--- src/rtl/ksd_pkg.sv ---
// Package: key sequence table, field widths and result codes for the key decoder.
`timescale 1ns / 1ps

package ksd_pkg;

    localparam int MAX_SEQ_LEN   = 6;
    localparam int TABLE_ENTRIES = 44;
    localparam int LEN_W         = $clog2(MAX_SEQ_LEN + 1);
    localparam int KEY_W         = 8;
    localparam int STATUS_W      = 2;
    localparam int ACTION_W      = 6;
    localparam int COUNT_W       = 16;

    localparam logic [COUNT_W-1:0] COUNT_MAX = 16'hFFFF;
    localparam logic [KEY_W-1:0]   CHAR_ZERO = 8'h30;
    localparam logic [KEY_W-1:0]   CHAR_NINE = 8'h39;

    localparam logic [STATUS_W-1:0] ST_PENDING = 2'd0;
    localparam logic [STATUS_W-1:0] ST_MATCH   = 2'd1;
    localparam logic [STATUS_W-1:0] ST_NOMATCH = 2'd2;
    localparam logic [STATUS_W-1:0] ST_DIGIT   = 2'd3;

    typedef logic [0:MAX_SEQ_LEN-1][KEY_W-1:0] t_key_seq;

    typedef struct packed {
        logic [LEN_W-1:0]    len;
        logic [ACTION_W-1:0] act;
        t_key_seq            seq;
    } t_key_entry;

    // Byte strings, first byte leftmost; unused tail bytes are zero.
    localparam t_key_entry KEY_TABLE [TABLE_ENTRIES] = '{
        '{3'd1,  6'd0, {8'h7f, 8'h00, 8'h00, 8'h00, 8'h00, 8'h00}},
        '{3'd2,  6'd1, {8'h5b, 8'h42, 8'h00, 8'h00, 8'h00, 8'h00}},
        '{3'd2,  6'd2, {8'h5b, 8'h43, 8'h00, 8'h00, 8'h00, 8'h00}},
        '{3'd1,  6'd3, {8'h6b, 8'h00, 8'h00, 8'h00, 8'h00, 8'h00}},
        '{3'd2,  6'd4, {8'h5b, 8'h44, 8'h00, 8'h00, 8'h00, 8'h00}},
        '{3'd2,  6'd5, {8'h5b, 8'h48, 8'h00, 8'h00, 8'h00, 8'h00}},
        '{3'd6,  6'd6, {8'h1b, 8'h5b, 8'h31, 8'h3b, 8'h32, 8'h43}},
        '{3'd2,  6'd7, {8'h5b, 8'h46, 8'h00, 8'h00, 8'h00, 8'h00}},
        '{3'd6,  6'd8, {8'h1b, 8'h5b, 8'h31, 8'h3b, 8'h32, 8'h44}},
        '{3'd1,  6'd9, {8'h68, 8'h00, 8'h00, 8'h00, 8'h00, 8'h00}},
        '{3'd2, 6'd10, {8'h5b, 8'h41, 8'h00, 8'h00, 8'h00, 8'h00}},
        '{3'd1, 6'd11, {8'h7a, 8'h00, 8'h00, 8'h00, 8'h00, 8'h00}},
        '{3'd1, 6'd12, {8'h70, 8'h00, 8'h00, 8'h00, 8'h00, 8'h00}},
        '{3'd1, 6'd13, {8'h4f, 8'h00, 8'h00, 8'h00, 8'h00, 8'h00}},
        '{3'd3, 6'd14, {8'h1b, 8'h5b, 8'h42, 8'h00, 8'h00, 8'h00}},
        '{3'd3,  6'd7, {8'h1b, 8'h5b, 8'h46, 8'h00, 8'h00, 8'h00}},
        '{3'd2, 6'd15, {8'h63, 8'h63, 8'h00, 8'h00, 8'h00, 8'h00}},
        '{3'd1, 6'd16, {8'h47, 8'h00, 8'h00, 8'h00, 8'h00, 8'h00}},
        '{3'd5,  6'd6, {8'h5b, 8'h31, 8'h3b, 8'h32, 8'h43, 8'h00}},
        '{3'd2, 6'd17, {8'h63, 8'h62, 8'h00, 8'h00, 8'h00, 8'h00}},
        '{3'd2, 6'd18, {8'h79, 8'h61, 8'h00, 8'h00, 8'h00, 8'h00}},
        '{3'd1, 6'd19, {8'h0a, 8'h00, 8'h00, 8'h00, 8'h00, 8'h00}},
        '{3'd5,  6'd8, {8'h5b, 8'h31, 8'h3b, 8'h32, 8'h44, 8'h00}},
        '{3'd1, 6'd20, {8'h04, 8'h00, 8'h00, 8'h00, 8'h00, 8'h00}},
        '{3'd2, 6'd21, {8'h79, 8'h79, 8'h00, 8'h00, 8'h00, 8'h00}},
        '{3'd2, 6'd22, {8'h63, 8'h6e, 8'h00, 8'h00, 8'h00, 8'h00}},
        '{3'd1, 6'd23, {8'h50, 8'h00, 8'h00, 8'h00, 8'h00, 8'h00}},
        '{3'd2, 6'd24, {8'h64, 8'h64, 8'h00, 8'h00, 8'h00, 8'h00}},
        '{3'd3, 6'd25, {8'h1b, 8'h5b, 8'h43, 8'h00, 8'h00, 8'h00}},
        '{3'd1, 6'd26, {8'h78, 8'h00, 8'h00, 8'h00, 8'h00, 8'h00}},
        '{3'd3,  6'd9, {8'h1b, 8'h5b, 8'h44, 8'h00, 8'h00, 8'h00}},
        '{3'd1, 6'd27, {8'h6f, 8'h00, 8'h00, 8'h00, 8'h00, 8'h00}},
        '{3'd2, 6'd28, {8'h67, 8'h67, 8'h00, 8'h00, 8'h00, 8'h00}},
        '{3'd1, 6'd29, {8'h69, 8'h00, 8'h00, 8'h00, 8'h00, 8'h00}},
        '{3'd2, 6'd30, {8'h5c, 8'h0a, 8'h00, 8'h00, 8'h00, 8'h00}},
        '{3'd1,  6'd8, {8'h62, 8'h00, 8'h00, 8'h00, 8'h00, 8'h00}},
        '{3'd2, 6'd31, {8'h79, 8'h64, 8'h00, 8'h00, 8'h00, 8'h00}},
        '{3'd3,  6'd5, {8'h1b, 8'h5b, 8'h48, 8'h00, 8'h00, 8'h00}},
        '{3'd1,  6'd6, {8'h65, 8'h00, 8'h00, 8'h00, 8'h00, 8'h00}},
        '{3'd3,  6'd3, {8'h1b, 8'h5b, 8'h41, 8'h00, 8'h00, 8'h00}},
        '{3'd2, 6'd32, {8'h63, 8'h64, 8'h00, 8'h00, 8'h00, 8'h00}},
        '{3'd1, 6'd14, {8'h6a, 8'h00, 8'h00, 8'h00, 8'h00, 8'h00}},
        '{3'd2, 6'd33, {8'h61, 8'h0a, 8'h00, 8'h00, 8'h00, 8'h00}},
        '{3'd1, 6'd25, {8'h6c, 8'h00, 8'h00, 8'h00, 8'h00, 8'h00}}
    };

endpackage

--- src/rtl/key_sequence_decoder_top.sv ---
// Top level: vi-style key sequence decoder with repeat count, one key byte per transfer.
`timescale 1ns / 1ps

// Decodes one keyboard byte per transfer and returns exactly one result per byte:
// pending, action matched (with action id), no match, or digit accumulated, together
// with the repeat count. Decimal digits typed while no sequence is pending build a
// count that saturates at 65535. A key byte passes through an input register, is
// compared against all 44 table strings at once, and lands in the result register. The
// block takes a new byte every cycle while the result side keeps up. The rate is set by
// the combinational parallel table compare and first-match select between the two
// registers.
module key_sequence_decoder_top (
    input  logic                           i_clk,
    input  logic                           i_rst_n,
    input  logic                           i_valid,
    output logic                           o_stall,
    input  logic [ksd_pkg::KEY_W-1:0]      i_key_byte,
    output logic                           o_valid,
    input  logic                           i_stall,
    output logic [ksd_pkg::STATUS_W-1:0]   o_status,
    output logic [ksd_pkg::ACTION_W-1:0]   o_action,
    output logic [ksd_pkg::COUNT_W-1:0]    o_repeat_count
);
    import ksd_pkg::*;

    // input stage
    logic                r_in_valid;
    logic [KEY_W-1:0]    r_in_key;

    // decoder state
    logic [KEY_W-1:0]    r_buf [MAX_SEQ_LEN];
    logic [LEN_W-1:0]    r_len;
    logic [COUNT_W-1:0]  r_count;
    logic [LEN_W-1:0]    n_len;
    logic [COUNT_W-1:0]  n_count;
    logic                buf_we;

    // result stage
    logic                r_out_valid;
    logic [STATUS_W-1:0] r_status;
    logic [ACTION_W-1:0] r_action;
    logic [COUNT_W-1:0]  r_repeat;
    logic [STATUS_W-1:0] n_status;
    logic [ACTION_W-1:0] n_action;
    logic [COUNT_W-1:0]  n_repeat;

    logic advance;
    logic in_take;

    // compare logic
    t_key_seq            cand;
    logic [LEN_W-1:0]    new_len;
    logic [TABLE_ENTRIES-1:0] hit;
    logic                found;
    logic [LEN_W-1:0]    sel_len;
    logic [ACTION_W-1:0] sel_act;
    logic [COUNT_W+3:0]  count_x10;
    logic                is_digit;

    assign advance = r_in_valid && (!r_out_valid || !i_stall);
    assign in_take = i_valid && !o_stall;
    assign o_stall = r_in_valid && !advance;

    assign o_valid        = r_out_valid;
    assign o_status       = r_status;
    assign o_action       = r_action;
    assign o_repeat_count = r_repeat;

    assign new_len  = r_len + LEN_W'(1);
    assign is_digit = (r_in_key inside {[CHAR_ZERO:CHAR_NINE]});

    // Buffer as it would look with the new byte appended at position r_len.
    always_comb begin
        for (int i = 0; i < MAX_SEQ_LEN; i++) begin
            cand[i] = (LEN_W'(i) == r_len) ? r_in_key : r_buf[i];
        end
    end

    // Prefix compare against every entry; only positions below new_len count.
    always_comb begin
        for (int e = 0; e < TABLE_ENTRIES; e++) begin
            hit[e] = (new_len <= KEY_TABLE[e].len);
            for (int i = 0; i < MAX_SEQ_LEN; i++) begin
                if (LEN_W'(i) < new_len && cand[i] != KEY_TABLE[e].seq[i]) begin
                    hit[e] = 1'b0;
                end
            end
        end
    end

    // First hit in table order wins.
    always_comb begin
        found   = 1'b0;
        sel_len = '0;
        sel_act = '0;
        for (int e = TABLE_ENTRIES - 1; e >= 0; e--) begin
            if (hit[e]) begin
                found   = 1'b1;
                sel_len = KEY_TABLE[e].len;
                sel_act = KEY_TABLE[e].act;
            end
        end
    end

    // count * 10 + digit; digit value is the low nibble of an ASCII digit
    assign count_x10 = ({4'b0, r_count} << 3) + ({4'b0, r_count} << 1)
                     + {{COUNT_W{1'b0}}, r_in_key[3:0]};

    always_comb begin
        n_len    = r_len;
        n_count  = r_count;
        buf_we   = 1'b0;
        n_status = ST_NOMATCH;
        n_action = '0;
        n_repeat = r_count;
        if (r_len == '0 && is_digit) begin
            n_count  = (count_x10 > {4'b0, COUNT_MAX}) ? COUNT_MAX : count_x10[COUNT_W-1:0];
            n_status = ST_DIGIT;
            n_repeat = n_count;
        end else if (r_len >= LEN_W'(MAX_SEQ_LEN)) begin
            n_len   = '0;
            n_count = '0;
        end else begin
            buf_we = 1'b1;
            if (found && sel_len != new_len) begin
                n_status = ST_PENDING;
                n_len    = new_len;
            end else if (found) begin
                n_status = ST_MATCH;
                n_action = sel_act;
                n_len    = '0;
                n_count  = '0;
            end else begin
                n_len   = '0;
                n_count = '0;
            end
        end
    end

    always_ff @(posedge i_clk) begin
        if (!i_rst_n) begin
            r_in_valid  <= 1'b0;
            r_out_valid <= 1'b0;
            r_len       <= '0;
            r_count     <= '0;
        end else begin
            if (in_take) begin
                r_in_valid <= 1'b1;
            end else if (advance) begin
                r_in_valid <= 1'b0;
            end
            if (advance) begin
                r_out_valid <= 1'b1;
                r_len       <= n_len;
                r_count     <= n_count;
            end else if (!i_stall) begin
                r_out_valid <= 1'b0;
            end
        end
    end

    always_ff @(posedge i_clk) begin
        if (in_take) begin
            r_in_key <= i_key_byte;
        end
        if (advance) begin
            r_status <= n_status;
            r_action <= n_action;
            r_repeat <= n_repeat;
        end
        for (int i = 0; i < MAX_SEQ_LEN; i++) begin
            if (advance && buf_we && LEN_W'(i) == r_len) begin
                r_buf[i] <= r_in_key;
            end
        end
    end

endmodule
--- config.mk ---
export PLATFORM = sky130hd
export DESIGN_NAME = key_sequence_decoder_top
export DESIGN_NICKNAME = d
export VERILOG_FILES = /design/src/rtl/ksd_pkg.sv /design/src/rtl/key_sequence_decoder_top.sv
export SDC_FILE = /design/constraint.sdc
export NUM_CORES = 1
export LEC_CHECK = 0
export BUFFER_PORTS_ARGS = -buffer_cell sky130_fd_sc_hd__buf_2
export CORE_UTILIZATION = 25
export CTS_CLUSTER_SIZE = 12
export DETAILED_ROUTE_END_ITERATION = 6
export GPL_ROUTABILITY_DRIVEN = 0
export SYNTH_ARGS = -nofsm -noshare
export SYNTH_HDL_FRONTEND = slang
export SYNTH_SLANG_ARGS = --single-unit
--- constraint.sdc ---
create_clock -name i_clk -period 4.6 [get_ports i_clk]
set_input_delay 0.69 -clock i_clk [delete_from_list [all_inputs] [get_ports i_clk]]
set_output_delay 0.69 -clock i_clk [all_outputs]
set_load 0.01 [all_outputs]
**After elaboration in Yosys (flattened, before gate mapping)**

Memories as Yosys holds them, arrays and structs flattened.
Index checks and enable logic that the tools add are counted.
W data, S select, Z words.

- RAM bits: 48
- Bits in registers: 53
- Memories: 1
- Bits in read-only memories: 0
- Input port bits: 12
- Word-level logic and storage cells: 614
- Bits in latches: 0
- Output and inout bits: 26

- Shifts and indexed selects: 0
- Add/sub/neg operators: 3
- Magnitude comparators: 15
- Multiplexer cells: 415
- Bitwise gates (word level): 2
- Eq/ne operators: 64
- Divide/modulo/power cells: 0
- $mul: 0
- Reductions and logical operators: 100

Memories:

| name | words | bits a word | read ports | clocked after Yosys merged registers in | write ports | line | text |
|---|---|---|---|---|---|---|---|
| r_buf | 6 | 8 | 6 | 0 | 1 | key_sequence_decoder_top.sv:31 | `logic [KEY_W-1:0] r_buf [MAX_SEQ_LEN];` |

Operators by type and width:

| cell | number |
|---|---|
| $ne A8 B7 Y1 const B | 46 |
| $mux W1 | 305 |
| $mux W3 | 54 |
| $mux W5 | 24 |
| $mux W8 | 11 |
| $mux W16 | 5 |
| $logic_and A1 B1 Y1 | 74 |
| $ne A8 B6 Y1 const B | 6 |
| $reduce_or A8 Y1 | 6 |
| $reduce_or A44 Y1 | 1 |
| $reduce_bool A8 Y1 | 5 |
| $mux W4 | 9 |
| $reduce_or A21 Y1 | 1 |
| $add A19 B17 Y20 | 1 |
| $add A20 B4 Y20 | 1 |
| $gt A20 B16 Y1 const B | 1 |
| $mux W6 | 3 |
| $ne A8 B4 Y1 const B | 2 |
| $reduce_or A12 Y1 | 1 |
| $ge A8 B6 Y1 const B | 1 |
| $le A8 B6 Y1 const B | 1 |
| $mux W2 | 4 |
| $ne A8 B3 Y1 const B | 1 |
| $ne A8 B5 Y1 const B | 1 |
| 23 further kinds | 35 |

**Logic depth before layout (Yosys ltp)**

- Depth after elaboration: 59
- Mapped depth: 17
- Gate-level depth less buffers: 14

**Worst setup path before layout**

No wires, ideal clock.

- Kind: reg-to-reg
- Start: register r_len[0]
- End: register r_action[4] (netlist: o_action[4]) (data pin)
- Arrival time: 3726 ps
- Clock period less this slack: 3911 ps
- Data required time: 4416 ps
- Path buffers: 4
- Library setup time: 184 ps
- Path slack: 689 ps
- Stages on the path, launching flop included: 17
- Cell sequence: dfxtp_1 inv_2 ha_1 nand2b_1 buf_2 buf_6 mux2i_4 buf_2 a41oi_1 a2111o_1 a21o_1 o311a_1 o211ai_1 o211ai_1 or3_1 buf_6 a2111oi_4

- Cells in the longest elaborated chain, start to end: 57
- Elaborated cells between the ends (all ways): 502
- Those cells by class: 1 x add/sub; 12 x order compare; 62 x eq/ne; 356 x mux; 1 x bitwise; 70 x reduce/logical

RTL lines:

| element | line | text |
|---|---|---|
| from (decl) | key_sequence_decoder_top.sv:32 | `logic [LEN_W-1:0] r_len;` |
| from (signal assigned) | key_sequence_decoder_top.sv:154 | `r_len <= n_len;` |
| parallel branches: the longest is 57 deep, another holds $add A3 B1 Y3 | -- |  |
| to (signal assigned) | key_sequence_decoder_top.sv:168 | `r_action <= n_action;` |
| to (decl) | key_sequence_decoder_top.sv:41 | `logic [ACTION_W-1:0] r_action;` |

Several ways; the timed one is not identified.
A chain may end at the register's enable or synchronous reset.

**Final worst setup path**

- Start: register r_len[0]
- End: register r_action[2] (netlist: o_action[2]) (data pin)

- Cells in the longest elaborated chain, start to end: 57
- Elaborated cells between the ends (all ways): 514
- Those cells by class: 1 x add/sub; 12 x order compare; 62 x eq/ne; 368 x mux; 1 x bitwise; 70 x reduce/logical

RTL lines:

| element |
|---|
| parallel branches: the longest is 57 deep, another holds $add A3 B1 Y3 |

Several ways; the timed one is not identified.

==> flow_summary.json <==
{
  "design.core.area_um2": 30800,
  "clkLatencyLatePin_ns": 0.37,
  "placed_area_um2": 8790,
  "synth-async-reset-ratio": 0,
  "drt_wl_total_um": 24600,
  "grt_max_degree": 40,
  "hold_viol": 0,
  "grt_overflow": 0,
  "worstPathMaxFanout": 11,
  "ys.flop_type": "edfxtp_1",
  "max_cap_violations": 0,
  "tightestPinTransition_ns": 1.10,
  "outcome": "completed",
  "period_needed_ns": 4.37,
  "finalCritPeriodShare": 0.950,
  "dp_hpwl_um": 18800,
  "end_kind": "register",
  "r2r_cells": 14,
  "antenna_found_initial": 0,
  "slew_headroom": 0.259,
  "wl_per_cell_um": 18.6,
  "vias": 7465,
  "seq_area_frac_synth": 0.358,
  "cts.sinks": 101,
  "seq_area_um2": 2820,
  "die_h_um": 180,
  "grt_pass1_vias": 6971,
  "nets": 976,
  "synth_area_leaders": "edfxtp_1 30%, ha_1 6.0%, dfxtp_1 5.3%",
  "fin_util": 0.296,
  "dieArea_um2": 32200,
  "track_usage": 0.152,
  "syn-cell-area_um2": 7880,
  "antenna_left": 0,
  "cp-start-kind": "register",
  "p_leak_uw": 0.00345,
  "power_frac_comb": 0.532,
  "drive_gt1_frac": 0.167,
  "setup_viol": 0,
  "multiInputGateArea_um2": 4780,
  "power_switching_uw": 1730,
  "synthCells": 864,
  "drtPass1Iterations": 7,
  "p_sw_frac": 0.435,
  "yosys.area.top_type": "edfxtp_1",
  "fin_tns_setup_ns": 0,
  "drv_slew": 0,
  "syn-num-nets": 916,
  "seqPwrFrac": 0.277,
  "boundaryPins": 38,
  "grt_pass1_wl_um": 39000,
  "cts_tree": "built",
  "yosys_warnings": 0,
  "rows": 64,
  "diodes": 0,
  "cp.required_ns": 4.75,
  "cts_buffer_depth": 2,
  "power.density_nw_per_um2": 436,
  "port_buffers": 37,
  "synth_top_area_frac": 0.305,
  "drtIter0Drc": 807,
  "ir_worst_vdd_v": 0.000250,
  "syn2layout_area_growth_pct": 15.6,
  "path_class": "register to register",
  "p_clk_frac": 0.191,
  "hold_class": "input port to register",
  "syn-mean-instance-area_um2": 9.12,
  "clk_pin_slew_ns": 0.08,
  "ys_ff_latch": 101,
  "cts_buffers": 9,
  "hold_depth": 1,
  "post_cts_buffers": 0,
  "cts-root-buf": "clkbuf_16",
  "viasPerCell": 5.63,
  "fill_cells": 3231,
  "die_w_um": 180,
  "crit_arrival_ns": 4.52,
  "yosysUniqueCellTypes": 94,
  "synth_edf_count": 80,
  "fmax_ghz": 0.229,
  "finClkSkew_ns": 0.0129,
  "ctsHoldBuffers": 0,
  "final_area_um2": 9110,
  "h-tree-depth": 3,
  "power.internal_uw": 2240,
  "start_util": 0.256,
  "drc": 0
}
## per-stage QoR
stage / worst slack [ns] / hold WS (ns) / total power (uW) / std cells
2_1_floorplan: 0.689 / 0.451 / 2520 / 864
3_3_place_gp: 0.107 / 0.468 / 3110 / 1309
3_5_place_dp: 0.0346 / 0.485 / 3130 / 1309
4_1_cts: 0.0694 / 0.487 / 3890 / 1325
5_1_grt: -0.00458 / 0.484 / 4160 / 1325
6_report: 0.232 / 0.496 / 3970 / 1325
## layout by cell type (no fill, tap or decap), types with 10 or more instances in the layout
master    netlist  routed
nor2_1         70      70
nor3_1         20      20
nand4_1        16      16
mux2i_1        29      29
inv_1          26      26
o211ai_1       26      26
o21ai_0        70      69
nand2b_1       33      33
buf_2           7      37
a41oi_1        14      14
nand2_1        67      67
buf_4           1      56
dfxtp_1        21      21
nand3_1        46      46
a31oi_1        13      13
mux2_2         10      10
ha_1           38      38
a21o_1         13      13
edfxtp_1       80      80
nor4_1         10      10
a21oi_1        38      38
## registers in the layout, summed over array words and instances (netlist names)
| register | cells |
|---|---|
| r_in_valid | 1 |
| r_len | 3 |
| r_count | 16 |
| o_repeat_count | 16 |
| r_in_key | 8 |
| r_buf | 48 |
| o_action | 6 |
| o_valid | 1 |
| o_status | 2 |
## kinds of logic (layout without fill, tap and decap cells)
| logic type | count (synthesis) | in the layout | share of synthesized area |
|---|---|---|---|
| and+or+nand+nor | 328 | 328 | 0.221 |
| AOI/OAI and AO/OA | 267 | 267 | 0.240 |
| DFF | 101 | 101 | 0.358 |
| buffers and inverters | 72 | 137 | 0.0406 |
| muxes | 45 | 45 | 0.0627 |
| adders and majority gates | 40 | 40 | 0.0654 |
| xor gates and xnor gates | 11 | 11 | 0.0122 |
## critical path: stages, from the launching register on
cell	delay, ns
dfxtp_1	0.44
inv_2	0.06
buf_4	0.19
ha_1	0.29
nand2b_1	0.29
buf_4	0.23
mux2i_1	0.38
a31oi_1	0.20
nor4_1	0.39
buf_4	0.21
o21ai_0	0.10
a311oi_2	0.38
mux2i_1	0.16
or3_4	0.48
a311oi_1	0.35
## area by class of cell
type | count | area share
inverter | 27 | 0.0111
clock inverter | 7 | 0.00700
timing repair buffer | 94 | 0.0686
clock buffer | 9 | 0.0247
sequential | 101 | 0.310
multi-input combinational | 691 | 0.525
tap | 396 | 0.0544
## power groups by stage
| stage | clock [uW] | sequential (uW) | combinational [uW] |
|---|---|---|---|
| floorplan | 0 | 1130 | 1390 |
| global placement | 0 | 1120 | 2000 |
| detailed placement | 0 | 1120 | 2010 |
| CTS | 774 | 1100 | 2020 |
| global route | 808 | 1110 | 2250 |
| finish | 760 | 1100 | 2110 |
## routing by layer
metal  track usage  share of wire  wire, um
met3        0.0221          0.056      1390
met1         0.201           0.45     11000
met5             0              0         0
met4        0.0552          0.023       571
met2         0.251           0.48     11700
## worst paths after layout
path | start | endpoint | slack [ns]
worst max-delay path | r_len[0] | o_action[2] | 0.23
worst max register to register | r_len[0] | o_action[2] | 0.23
worst min-delay path | i_key_byte[6] | r_in_key[6] | 0.50
worst min register to register | r_in_valid | o_valid | 0.52
## cells in the mapped netlist (3+ instances only)
master / count
o21a_1: 7
inv_1: 26
nor2b_1: 9
ha_1: 38
and2_1: 5
and3_1: 6
nand4_1: 16
a221oi_1: 3
mux2_2: 10
a31oi_1: 13
nor4_1: 10
or4b_1: 3
xnor2_1: 9
o22ai_1: 5
nand3_1: 46
o31ai_1: 5
nand2b_1: 33
o311ai_0: 5
buf_6: 5
dfxtp_1: 21
buf_2: 7
mux2i_1: 29
nor3_2: 3
a41o_1: 7
nor3b_1: 6
a211oi_1: 6
and4_1: 6
a21o_1: 13
o211ai_1: 26
nor2_1: 70
nand4b_1: 5
o21ai_0: 70
nor4bb_1: 3
or3_1: 3
nor3_1: 20
a21oi_1: 38
edfxtp_1: 80
clkbuf_1: 32
o21ai_1: 5
a21boi_0: 3
or2_2: 4
nand2_1: 67
o2111ai_1: 4
a41oi_1: 14
a2111oi_0: 3
## timing repair
action	CTS	global route
pin swaps	0	0
setup endpoints to repair	1	7
gates resized for setup	1	6
(Power assumes the default switching activity.)
